## config.mk

```make
export PLATFORM = sky130hd
export DESIGN_NAME = http_request_byte_parser_top
export DESIGN_NICKNAME = d
export VERILOG_FILES = /design/src/hdl/hrbp_pkg.sv /design/src/hdl/hrbp_front.sv /design/src/hdl/hrbp_queue.sv /design/src/hdl/hrbp_back.sv /design/src/hdl/http_request_byte_parser_top.sv
export SDC_FILE = /design/constraint.sdc
export NUM_CORES = 1
export LEC_CHECK = 0
export BUFFER_PORTS_ARGS = -buffer_cell sky130_fd_sc_hd__clkbuf_2
export CAP_MARGIN = 25
export CORE_MARGIN = 2
export CORE_UTILIZATION = 54
export CTS_CLUSTER_SIZE = 28
export DETAILED_ROUTE_END_ITERATION = 10
export GPL_ROUTABILITY_DRIVEN = 0
export PLACE_DENSITY_LB_ADDON = 0.05
export SLEW_MARGIN = 20
export SYNTH_ARGS = -nofsm -noshare
export SYNTH_HDL_FRONTEND = slang
export SYNTH_SLANG_ARGS = --single-unit
```

## constraint.sdc

```tcl
create_clock -name clk_i -period 4.95 [get_ports clk_i]
set_clock_uncertainty 0.05 [all_clocks]
set_input_delay 0.2475 -clock clk_i [delete_from_list [all_inputs] [get_ports clk_i]]
set_output_delay 0.2475 -clock clk_i [all_outputs]
set_load 0.02 [all_outputs]
```

## src/hdl/hrbp_pkg.sv

```systemverilog
// hrbp_pkg: shared types and constants of the http request byte parser
// byte classes passed from the front to the back, result kind codes, header name table
// no dependencies
`default_nettype none

package hrbp_pkg;

  // field kind codes of a result
  typedef enum logic [2:0] {
    KIND_METHOD  = 3'd0,
    KIND_URI     = 3'd1,
    KIND_VERSION = 3'd2,
    KIND_NAME    = 3'd3,
    KIND_VALUE   = 3'd4,
    KIND_BODY    = 3'd5,
    KIND_DELIM   = 3'd6
  } kind_e;

  // characters the framing looks for
  localparam logic [7:0] CHR_SPACE = 8'h20;
  localparam logic [7:0] CHR_COLON = 8'h3a;
  localparam logic [7:0] CHR_CR    = 8'h0d;
  localparam logic [7:0] CHR_LF    = 8'h0a;
  localparam logic [7:0] CHR_TAB   = 8'h09;
  localparam logic [7:0] CHR_VT    = 8'h0b;
  localparam logic [7:0] CHR_FF    = 8'h0c;
  localparam logic [7:0] CHR_PLUS  = 8'h2b;
  localparam logic [7:0] CHR_MINUS = 8'h2d;
  localparam logic [7:0] CHR_ZERO  = 8'h30;
  localparam logic [7:0] CHR_NINE  = 8'h39;

  // length of the header name "Content-Length"
  localparam logic [3:0] NAME_LEN = 4'd14;

  // one classified input byte, as it sits in the queue
  typedef struct packed {
    logic [7:0] data;
    logic       restart;
    logic       is_space;
    logic       is_colon;
    logic       is_cr;
    logic       is_lf;
    logic       is_ws;
    logic       is_plus;
    logic       is_minus;
    logic       is_digit;
    logic [3:0] digit;
  } cls_t;

  // characters of "Content-Length" by position
  function automatic logic [7:0] name_char(input logic [3:0] idx);
    logic [7:0] chr;
    case (idx)
      4'd0:    chr = 8'h43; // C
      4'd1:    chr = 8'h6f; // o
      4'd2:    chr = 8'h6e; // n
      4'd3:    chr = 8'h74; // t
      4'd4:    chr = 8'h65; // e
      4'd5:    chr = 8'h6e; // n
      4'd6:    chr = 8'h74; // t
      4'd7:    chr = 8'h2d; // -
      4'd8:    chr = 8'h4c; // L
      4'd9:    chr = 8'h65; // e
      4'd10:   chr = 8'h6e; // n
      4'd11:   chr = 8'h67; // g
      4'd12:   chr = 8'h74; // t
      4'd13:   chr = 8'h68; // h
      default: chr = 8'h00;
    endcase
    return chr;
  endfunction

endpackage

`default_nettype wire

```

## src/hdl/hrbp_front.sv

```systemverilog
// hrbp_front: input side of the parser, accepts bytes and classifies them
// pushes one cls_t per accepted byte into the queue; uses hrbp_pkg
`default_nettype none

module hrbp_front
  import hrbp_pkg::*;
(
  input  wire logic       clk_i,
  input  wire logic       rst_ni,
  input  wire logic       s_axis_tvalid_i,
  output logic            s_axis_tready_o,
  input  wire logic [7:0] s_axis_tdata_i,
  input  wire logic [0:0] s_axis_tuser_i,
  input  wire logic       q_full_i,
  output logic            q_push_o,
  output cls_t            q_wdata_o
);

  logic [7:0] chr;

  assign chr             = s_axis_tdata_i;
  assign s_axis_tready_o = !q_full_i;
  assign q_push_o        = s_axis_tvalid_i && !q_full_i;

  always_comb begin
    q_wdata_o.data     = chr;
    q_wdata_o.restart  = s_axis_tuser_i[0];
    q_wdata_o.is_space = (chr == CHR_SPACE);
    q_wdata_o.is_colon = (chr == CHR_COLON);
    q_wdata_o.is_cr    = (chr == CHR_CR);
    q_wdata_o.is_lf    = (chr == CHR_LF);
    q_wdata_o.is_ws    = (chr == CHR_SPACE) || (chr == CHR_TAB) || (chr == CHR_LF) ||
                         (chr == CHR_VT) || (chr == CHR_FF) || (chr == CHR_CR);
    q_wdata_o.is_plus  = (chr == CHR_PLUS);
    q_wdata_o.is_minus = (chr == CHR_MINUS);
    q_wdata_o.is_digit = (chr >= CHR_ZERO) && (chr <= CHR_NINE);
    q_wdata_o.digit    = 4'(chr - CHR_ZERO);
  end

  // a push never happens while the queue is full
  a_no_push_full: assert property (@(posedge clk_i) disable iff (!rst_ni)
    q_push_o |-> !q_full_i)
    else $error("push into full queue");

endmodule

`default_nettype wire

```

## src/hdl/hrbp_queue.sv

```systemverilog
// hrbp_queue: two-entry queue of classified bytes between front and back
// uses hrbp_pkg for cls_t
`default_nettype none

module hrbp_queue
  import hrbp_pkg::*;
(
  input  wire logic clk_i,
  input  wire logic rst_ni,
  input  wire logic push_i,
  input  cls_t      wdata_i,
  output logic      full_o,
  input  wire logic pop_i,
  output cls_t      rdata_o,
  output logic      not_empty_o
);

  cls_t       mem_q [2];
  logic       wr_ptr_q, wr_ptr_d;
  logic       rd_ptr_q, rd_ptr_d;
  logic [1:0] cnt_q, cnt_d;

  assign full_o      = (cnt_q == 2'd2);
  assign not_empty_o = (cnt_q != 2'd0);
  assign rdata_o     = mem_q[rd_ptr_q];

  always_comb begin
    wr_ptr_d = push_i ? !wr_ptr_q : wr_ptr_q;
    rd_ptr_d = pop_i ? !rd_ptr_q : rd_ptr_q;
    cnt_d    = cnt_q + {1'b0, push_i} - {1'b0, pop_i};
  end

  always_ff @(posedge clk_i or negedge rst_ni) begin
    if (!rst_ni) begin
      wr_ptr_q <= 1'b0;
      rd_ptr_q <= 1'b0;
      cnt_q    <= 2'd0;
    end else begin
      wr_ptr_q <= wr_ptr_d;
      rd_ptr_q <= rd_ptr_d;
      cnt_q    <= cnt_d;
    end
  end

  always_ff @(posedge clk_i) begin
    if (push_i) begin
      mem_q[wr_ptr_q] <= wdata_i;
    end
  end

  a_cnt_range: assert property (@(posedge clk_i) disable iff (!rst_ni)
    cnt_q != 2'd3)
    else $error("queue count out of range");

  a_no_pop_empty: assert property (@(posedge clk_i) disable iff (!rst_ni)
    pop_i |-> not_empty_o)
    else $error("pop from empty queue");

endmodule

`default_nettype wire

```

## src/hdl/hrbp_back.sv

```systemverilog
// hrbp_back: parser state machine, content-length conversion and body counter
// takes classified bytes from the queue, holds the result in an output register; uses hrbp_pkg
`default_nettype none

module hrbp_back
  import hrbp_pkg::*;
#(
  parameter int unsigned LENGTH_WIDTH = 32
) (
  input  wire logic        clk_i,
  input  wire logic        rst_ni,
  input  wire logic        q_not_empty_i,
  input  cls_t             q_rdata_i,
  output logic             q_pop_o,
  output logic             m_axis_tvalid_o,
  input  wire logic        m_axis_tready_i,
  output logic [47:0]      m_axis_tdata_o,
  output logic [2:0]       m_axis_tuser_o
);

  localparam int unsigned W = LENGTH_WIDTH;

  typedef enum logic [11:0] {
    PH_METHOD  = 12'b0000_0000_0001,
    PH_URI     = 12'b0000_0000_0010,
    PH_VERSION = 12'b0000_0000_0100,
    PH_LINE_LF = 12'b0000_0000_1000,
    PH_NAME    = 12'b0000_0001_0000,
    PH_SPACE   = 12'b0000_0010_0000,
    PH_VALUE   = 12'b0000_0100_0000,
    PH_PAIR_LF = 12'b0000_1000_0000,
    PH_HDRS_LF = 12'b0001_0000_0000,
    PH_BODY    = 12'b0010_0000_0000,
    PH_DONE    = 12'b0100_0000_0000,
    PH_ERROR   = 12'b1000_0000_0000
  } phase_e;

  typedef enum logic [3:0] {
    AT_SKIP   = 4'b0001,
    AT_SIGN   = 4'b0010,
    AT_DIGITS = 4'b0100,
    AT_STOP   = 4'b1000
  } atoi_e;

  // parser state
  phase_e       ph_q, ph_d, ph_c;
  logic [3:0]   idx_q, idx_d, idx_c;
  logic         mis_q, mis_d, mis_c;
  logic [W-1:0] acc_q, acc_d, acc_c;
  atoi_e        at_q, at_d, at_c;
  logic         neg_q, neg_d, neg_c;
  logic         seen_q, seen_d, seen_c;
  logic [W-1:0] blen_q, blen_d, blen_c;
  logic [W-1:0] bcnt_q, bcnt_d, bcnt_c;
  logic         err_q, err_d, err_c;

  // output register
  logic         ovld_q;
  logic [7:0]   obyte_q;
  kind_e        okind_q;
  logic         opair_q, olen_q, oerr_q, odone_q;
  logic [31:0]  ocl_q;

  kind_e        kind;
  logic         pair, is_len;
  logic         take;
  logic [W+3:0] acc_ext, acc_x10;
  logic         acc_ovf;
  logic         cl_sat;
  logic [31:0]  cl;
  logic [7:0]   chr;

  assign take    = q_not_empty_i && (!ovld_q || m_axis_tready_i);
  assign q_pop_o = take;
  assign chr     = q_rdata_i.data;

  // restart clears the state before this byte is handled
  always_comb begin
    if (q_rdata_i.restart) begin
      ph_c   = PH_METHOD;
      idx_c  = 4'd0;
      mis_c  = 1'b0;
      acc_c  = '0;
      at_c   = AT_SKIP;
      neg_c  = 1'b0;
      seen_c = 1'b0;
      blen_c = '0;
      bcnt_c = '0;
      err_c  = 1'b0;
    end else begin
      ph_c   = ph_q;
      idx_c  = idx_q;
      mis_c  = mis_q;
      acc_c  = acc_q;
      at_c   = at_q;
      neg_c  = neg_q;
      seen_c = seen_q;
      blen_c = blen_q;
      bcnt_c = bcnt_q;
      err_c  = err_q;
    end
  end

  // acc * 10 + digit, overflow when any bit above the length width is set
  always_comb begin
    acc_ext = {4'd0, acc_c};
    acc_x10 = (acc_ext << 3) + (acc_ext << 1) + {{W{1'b0}}, q_rdata_i.digit};
    acc_ovf = |acc_x10[W+3:W];
  end

  always_comb begin
    ph_d   = ph_c;
    idx_d  = idx_c;
    mis_d  = mis_c;
    acc_d  = acc_c;
    at_d   = at_c;
    neg_d  = neg_c;
    seen_d = seen_c;
    blen_d = blen_c;
    bcnt_d = bcnt_c;
    err_d  = err_c;
    kind   = KIND_DELIM;
    pair   = 1'b0;
    is_len = 1'b0;
    case (ph_c)
      PH_METHOD: begin
        if (q_rdata_i.is_space) ph_d = PH_URI;
        else kind = KIND_METHOD;
      end
      PH_URI: begin
        if (q_rdata_i.is_space) ph_d = PH_VERSION;
        else kind = KIND_URI;
      end
      PH_VERSION: begin
        if (q_rdata_i.is_cr) ph_d = PH_LINE_LF;
        else kind = KIND_VERSION;
      end
      PH_LINE_LF: begin
        if (q_rdata_i.is_lf) begin
          ph_d = PH_NAME;
        end else begin
          ph_d  = PH_ERROR;
          err_d = 1'b1;
        end
      end
      PH_NAME: begin
        if (q_rdata_i.is_colon) begin
          ph_d = PH_SPACE;
        end else if (q_rdata_i.is_cr) begin
          ph_d = PH_HDRS_LF;
        end else begin
          kind = KIND_NAME;
          // exact, case-sensitive compare one position per byte
          if (mis_c || (idx_c >= NAME_LEN)) mis_d = 1'b1;
          else if (name_char(idx_c) == chr) idx_d = idx_c + 4'd1;
          else mis_d = 1'b1;
        end
      end
      PH_SPACE: begin
        if (q_rdata_i.is_space) begin
          ph_d = PH_VALUE;
        end else begin
          ph_d  = PH_ERROR;
          err_d = 1'b1;
        end
      end
      PH_VALUE: begin
        if (q_rdata_i.is_cr) begin
          ph_d = PH_PAIR_LF;
        end else begin
          kind = KIND_VALUE;
          if (at_c == AT_STOP) begin
            at_d = AT_STOP;
          end else if ((at_c == AT_SKIP) && q_rdata_i.is_ws) begin
            at_d = AT_SKIP;
          end else if ((at_c == AT_SKIP) && (q_rdata_i.is_plus || q_rdata_i.is_minus)) begin
            neg_d = q_rdata_i.is_minus;
            at_d  = AT_SIGN;
          end else if (q_rdata_i.is_digit) begin
            acc_d = acc_ovf ? {W{1'b1}} : acc_x10[W-1:0];
            at_d  = AT_DIGITS;
          end else begin
            at_d = AT_STOP;
          end
        end
      end
      PH_PAIR_LF: begin
        if (!q_rdata_i.is_lf) begin
          ph_d  = PH_ERROR;
          err_d = 1'b1;
        end else begin
          pair = 1'b1;
          if (!mis_c && (idx_c == NAME_LEN)) begin
            is_len = 1'b1;
            seen_d = 1'b1;
            blen_d = (neg_c && (acc_c != '0)) ? {W{1'b1}} : acc_c;
          end
          idx_d = 4'd0;
          mis_d = 1'b0;
          acc_d = '0;
          at_d  = AT_SKIP;
          neg_d = 1'b0;
          ph_d  = PH_NAME;
        end
      end
      PH_HDRS_LF: begin
        if (!q_rdata_i.is_lf) begin
          ph_d  = PH_ERROR;
          err_d = 1'b1;
        end else begin
          bcnt_d = '0;
          ph_d   = (seen_c && (blen_c != '0)) ? PH_BODY : PH_DONE;
        end
      end
      PH_BODY: begin
        kind   = KIND_BODY;
        bcnt_d = bcnt_c + W'(1);
        if (bcnt_d == blen_c) ph_d = PH_DONE;
      end
      default: begin
      end
    endcase
  end

  // length shown on 32 bits, saturated when the length width is wider
  always_comb begin
    cl_sat = (W > 32) && (|(blen_d >> 32));
    cl     = cl_sat ? 32'hffff_ffff : 32'(blen_d);
  end

  always_ff @(posedge clk_i or negedge rst_ni) begin
    if (!rst_ni) begin
      ph_q   <= PH_METHOD;
      idx_q  <= 4'd0;
      mis_q  <= 1'b0;
      acc_q  <= '0;
      at_q   <= AT_SKIP;
      neg_q  <= 1'b0;
      seen_q <= 1'b0;
      blen_q <= '0;
      bcnt_q <= '0;
      err_q  <= 1'b0;
      ovld_q <= 1'b0;
    end else begin
      if (take) begin
        ph_q   <= ph_d;
        idx_q  <= idx_d;
        mis_q  <= mis_d;
        acc_q  <= acc_d;
        at_q   <= at_d;
        neg_q  <= neg_d;
        seen_q <= seen_d;
        blen_q <= blen_d;
        bcnt_q <= bcnt_d;
        err_q  <= err_d;
      end
      if (take) ovld_q <= 1'b1;
      else if (m_axis_tready_i) ovld_q <= 1'b0;
    end
  end

  always_ff @(posedge clk_i) begin
    if (take) begin
      obyte_q <= chr;
      okind_q <= kind;
      opair_q <= pair;
      olen_q  <= is_len;
      oerr_q  <= err_d;
      odone_q <= (ph_d == PH_DONE);
      ocl_q   <= cl;
    end
  end

  assign m_axis_tvalid_o = ovld_q;
  assign m_axis_tuser_o  = okind_q;
  assign m_axis_tdata_o  = {4'd0, ocl_q, odone_q, oerr_q, olen_q, opair_q, obyte_q};

  a_len_needs_pair: assert property (@(posedge clk_i) disable iff (!rst_ni)
    (ovld_q && olen_q) |-> opair_q)
    else $error("length header flagged without a completed pair");

  a_pair_is_delim: assert property (@(posedge clk_i) disable iff (!rst_ni)
    (ovld_q && opair_q) |-> (okind_q == KIND_DELIM))
    else $error("pair completion on a non-delimiter byte");

  a_err_sticky: assert property (@(posedge clk_i) disable iff (!rst_ni)
    (err_q && !(take && q_rdata_i.restart)) |=> err_q)
    else $error("error flag dropped without restart");

  a_err_phase: assert property (@(posedge clk_i) disable iff (!rst_ni)
    err_q == (ph_q == PH_ERROR))
    else $error("error flag and error phase disagree");

endmodule

`default_nettype wire

```

## src/hdl/http_request_byte_parser_top.sv

```systemverilog
// http_request_byte_parser_top: http/1.1 request byte parser, one byte per transfer
// instantiates hrbp_front, hrbp_queue and hrbp_back; uses hrbp_pkg
//
// channel   dir  tdata                                   tuser
// s_axis    in   [7:0] byte_in                           [0] restart
// m_axis    out  [7:0] byte_out, [8] pair_complete,      [2:0] field_kind
//                [9] length_header, [10] parse_error,
//                [11] request_done, [43:12] content_length, [47:44] zero
//
// sustains one byte per cycle while the output is not stalled: the state update and the x10
// accumulate of the value converter both sit in the combinational logic of the back end
// an accepted byte is written into the queue at its transfer edge, and its result is then
// registered in the output register when the back end takes the byte from the queue
// reset clears all control state at once; no clearing pass is needed
// a two-entry queue lets the front keep taking bytes while the output is stalled;
// input ready drops only when the queue is full
`default_nettype none

module http_request_byte_parser_top
  import hrbp_pkg::*;
#(
  parameter int unsigned LENGTH_WIDTH = 32
) (
  input  wire logic        clk_i,
  input  wire logic        rst_ni,
  // input stream
  input  wire logic        s_axis_tvalid_i,
  output logic             s_axis_tready_o,
  input  wire logic [7:0]  s_axis_tdata_i,  // [7:0] byte_in
  input  wire logic [0:0]  s_axis_tuser_i,  // [0] restart
  // result stream
  output logic             m_axis_tvalid_o,
  input  wire logic        m_axis_tready_i,
  output logic [47:0]      m_axis_tdata_o,  // byte_out, pair_complete, length_header,
                                            // parse_error, request_done, content_length
  output logic [2:0]       m_axis_tuser_o   // [2:0] field_kind
);

  // front to queue
  logic q_push;
  cls_t q_wdata;
  logic q_full;

  // queue to back
  logic q_pop;
  cls_t q_rdata;
  logic q_not_empty;

  // classifies each byte as it is accepted
  hrbp_front u_front (
    .clk_i           (clk_i),
    .rst_ni          (rst_ni),
    .s_axis_tvalid_i (s_axis_tvalid_i),
    .s_axis_tready_o (s_axis_tready_o),
    .s_axis_tdata_i  (s_axis_tdata_i),
    .s_axis_tuser_i  (s_axis_tuser_i),
    .q_full_i        (q_full),
    .q_push_o        (q_push),
    .q_wdata_o       (q_wdata)
  );

  // decouples the front from output stalls
  hrbp_queue u_queue (
    .clk_i       (clk_i),
    .rst_ni      (rst_ni),
    .push_i      (q_push),
    .wdata_i     (q_wdata),
    .full_o      (q_full),
    .pop_i       (q_pop),
    .rdata_o     (q_rdata),
    .not_empty_o (q_not_empty)
  );

  // request state machine, length conversion and body count
  hrbp_back #(
    .LENGTH_WIDTH (LENGTH_WIDTH)
  ) u_back (
    .clk_i           (clk_i),
    .rst_ni          (rst_ni),
    .q_not_empty_i   (q_not_empty),
    .q_rdata_i       (q_rdata),
    .q_pop_o         (q_pop),
    .m_axis_tvalid_o (m_axis_tvalid_o),
    .m_axis_tready_i (m_axis_tready_i),
    .m_axis_tdata_o  (m_axis_tdata_o),
    .m_axis_tuser_o  (m_axis_tuser_o)
  );

endmodule

`default_nettype wire

```

==> metrics <==
status=finished, final reports clean; MaxCap Viol Count=0; Slew Limit Fails=0; # diodes=0; DRC=0; RSZ-0062 raised after global routing=no; Routed WL=40600 um; post-route ant nets=0; Async SR Flop Fraction=0.607; most frequent cells in the layout=nand2_1, o21ai_0, dfrtp_1; htree depth=1; synthesized area=14100 um2; CORE AREA=25800 um2; DIE HEIGHT=166 um; Root Driver=clkbuf_16; Period minus WS final=4.66 ns; final hold vios=0; Synth Register Bits=206; fill count=2254; Seq/Total Area, Yosys=0.395; initial antenna violation count=0; drt first pass iters=5; Area growth, synth to finish=10.6%; Post-synth EDFFs=81; cts bufs inserted=24; Leak=6.65 nW; grt ovf=0; Inst Count DP=1872; post-synthesis cell count=1541; Worst R2R Path Depth=17; clock buffer depth=3; Critical R2R Launch=u_queue.rd_ptr_q$_DFFE_PN0P_; Crit path arrival time=5.00 ns; Peak Freq=215 MHz; Final #Nets=1661; Avg WL per Cell=21.1 um; fraction of the mapped netlist area in simple logic gates=0.197; CP required=5.29 ns; Die W=166 um; die area=27400 um2; yosys warns=0; maximum vdd ir drop=0.274 mV; Core Rows=59; CP Capture Type=flop; Synth Area in Compound Gates=0.187; drt via density=6.37; Hold Crit Depth=1; Clock Latency Late Sink=0.53 ns; critical path class=flop to flop; HP Class=input pin to flop; mux cell area share after synthesis=0.0678; Final period util=0.941; CP Launch Type=flop; slack of the worst reg-to-reg path=0.29 ns; commonest non-fill, non-tap cell in the layout=nand2_1; Tightest Pin Transition=0.830 ns; Post-Place Setup Slack=0.377 ns; Slew HR=0.446; Ports=66; Hold EP=u_queue.mem_q[1][15]$_DFFE_PP_; top_reg_cell synth=dfrtp_1; Pwr Density=370 nW/um2; PnR worst setup slack=0.290 ns; Worst R2R End=u_back.acc_q[31]$_DFFE_PN0P_; setup tns final=0 ns; CTS tree=built; Worst Path Max Fanout=21; Core Util, Final=0.603; clock-pin slew on the worst setup and hold paths=0.06 ns; first-pass GRT wire length=65300 um; Total GRT Usage=0.302; Synth Area in Adders=0.0654; HPWL after DPL=29600 um; final setup fails=0; hold wc startpoint=s_axis_tdata_i[2]; CTS Sinks=206; port buffer count=61; 1st-iter DRT viols=1189; fin cells=1928; Mapped Avg Cell Area=9.14 um2; pin count of the biggest net entering global routing=81; Vias=12.3k; share of cells above drive strength 1=0.130; Starting Density=0.545; vias in the first global route=11.6k; main combinational cell family by area after synthesis=simple AND/OR/NAND/NOR gates; post-synth cell types=85; Synth Area in XOR/XNOR=0.0460; hold slack=0.0454 ns
[registers in the layout, summed over array words and instances, names as in the netlist, 2 cells and up]
register,count
u_back.acc_q,32
u_back.ocl_q,32
u_back.blen_q,32
u_queue.mem_q,34
u_back.at_q,4
u_back.idx_q,4
u_back.m_axis_tuser_o,3
u_queue.cnt_q,2
u_back.ph_q,12
u_back.bcnt_q,32
u_back.obyte_q,8
[Yosys cell counts (24+ instances only)]
master      n  share of area
nand4_1    33          0.015
mux2i_1    40          0.028
nor2_1    103          0.027
dfrtp_1   123           0.22
nor4_1     29          0.013
inv_1      32         0.0085
ha_1       72          0.064
xor2_1     24          0.015
o21ai_0   133          0.047
o31ai_1    25          0.013
nand2_1   156          0.042
nand3_1    33          0.012
o22ai_1    31          0.014
clkbuf_1   60          0.016
and2_1     46          0.020
xnor2_1    50          0.031
mux2_2     47          0.038
edfxtp_1   81           0.17
nor3_1     40          0.014
a21oi_1    89          0.032
[metrics by stage]
step	power (mW)	area, um2
final	5.77	15600
after global routing	6.04	15600
after CTS	5.78	15600
after detailed placement	3.98	14700
after global placement	3.96	14600
after floorplan	3.40	14100
[cells by family (layout without fill, tap and decap cells)]
| logic type | count (synthesis) | in the layout |
|---|---|---|
| DFF | 206 | 206 |
| buffers and inverters | 134 | 183 |
| xor gates and xnor gates | 74 | 74 |
| muxes | 89 | 89 |
| adders and majority gates | 73 | 73 |
| and+or+nand+nor | 541 | 541 |
| AOI/OAI and AO/OA | 423 | 423 |
| other | 1 | 4 |
[cell type report]
cell class	instances	area [um2]	area share
multi-input cells	1204	7980	0.512
flip-flops and latches	206	5560	0.357
repair buffers	105	689	0.0442
clock buffers	32	662	0.0425
well taps	335	419	0.0269
clock inverters	12	135	0.00867
inverters	34	130	0.00835
[per-layer routing]
metal,global-route usage,vias up,part of all wire
met1,0.447,5923,0.45
met5,0,-,0
met3,0.0385,80,0.072
met4,0.0976,0,0.032
li1,-,5780,-
met2,0.460,493,0.44
[power by group]
part           total, mW  internal, mW  switching, mW
Sequential          2.18          2.06          0.111
Combinational       1.80         0.525           1.27
Clock               1.80          1.09          0.706
Total               5.77          3.68           2.09
[worst max-delay path: stages, from the launching register on]
cell and delay (ns):
dfrtp_1 0.44, buf_4 0.33, mux2_2 0.46, ha_1 0.31, ha_1 0.19, inv_1 0.06
fa_1 0.40, nor2b_1 0.17, o31ai_1 0.09, buf_4 0.15, a21boi_0 0.27, o2111ai_1 0.21
nand2_1 0.19, a21o_1 0.15, o2111ai_2 0.21, or2_2 0.48, o221ai_1 0.25, nand2_1 0.08
[worst max-delay path by stage]
stage	from	to	slack (ns)	cells after the start
6_report	u_queue.rd_ptr_q$_DFFE_PN0P_	u_back.acc_q[31]$_DFFE_PN0P_	0.29	17
5_1_grt	u_queue.rd_ptr_q$_DFFE_PN0P_	u_back.acc_q[13]$_DFFE_PN0P_	0.02	16
4_1_cts	u_queue.rd_ptr_q$_DFFE_PN0P_	u_back.acc_q[31]$_DFFE_PN0P_	0.34	17
3_5_place_dp	u_queue.rd_ptr_q$_DFFE_PN0P_	u_back.acc_q[31]$_DFFE_PN0P_	0.38	17
3_3_place_gp	u_queue.rd_ptr_q$_DFFE_PN0P_	u_back.acc_q[31]$_DFFE_PN0P_	0.44	17
2_1_floorplan	u_queue.rd_ptr_q$_DFFE_PN0P_	u_back.odone_q$_DFFE_PP_	0.09	22
[repair_timing]
item / 4_1_cts / 5_1_grt
endpoints found under the setup margin: 0 / 1
endpoints found under the hold margin: 96 / 0
setup buffers: 0 / 0
hold buffers: 11 / 0
gates resized for setup: 0 / 1
Power figures use the tool's default switching activity.
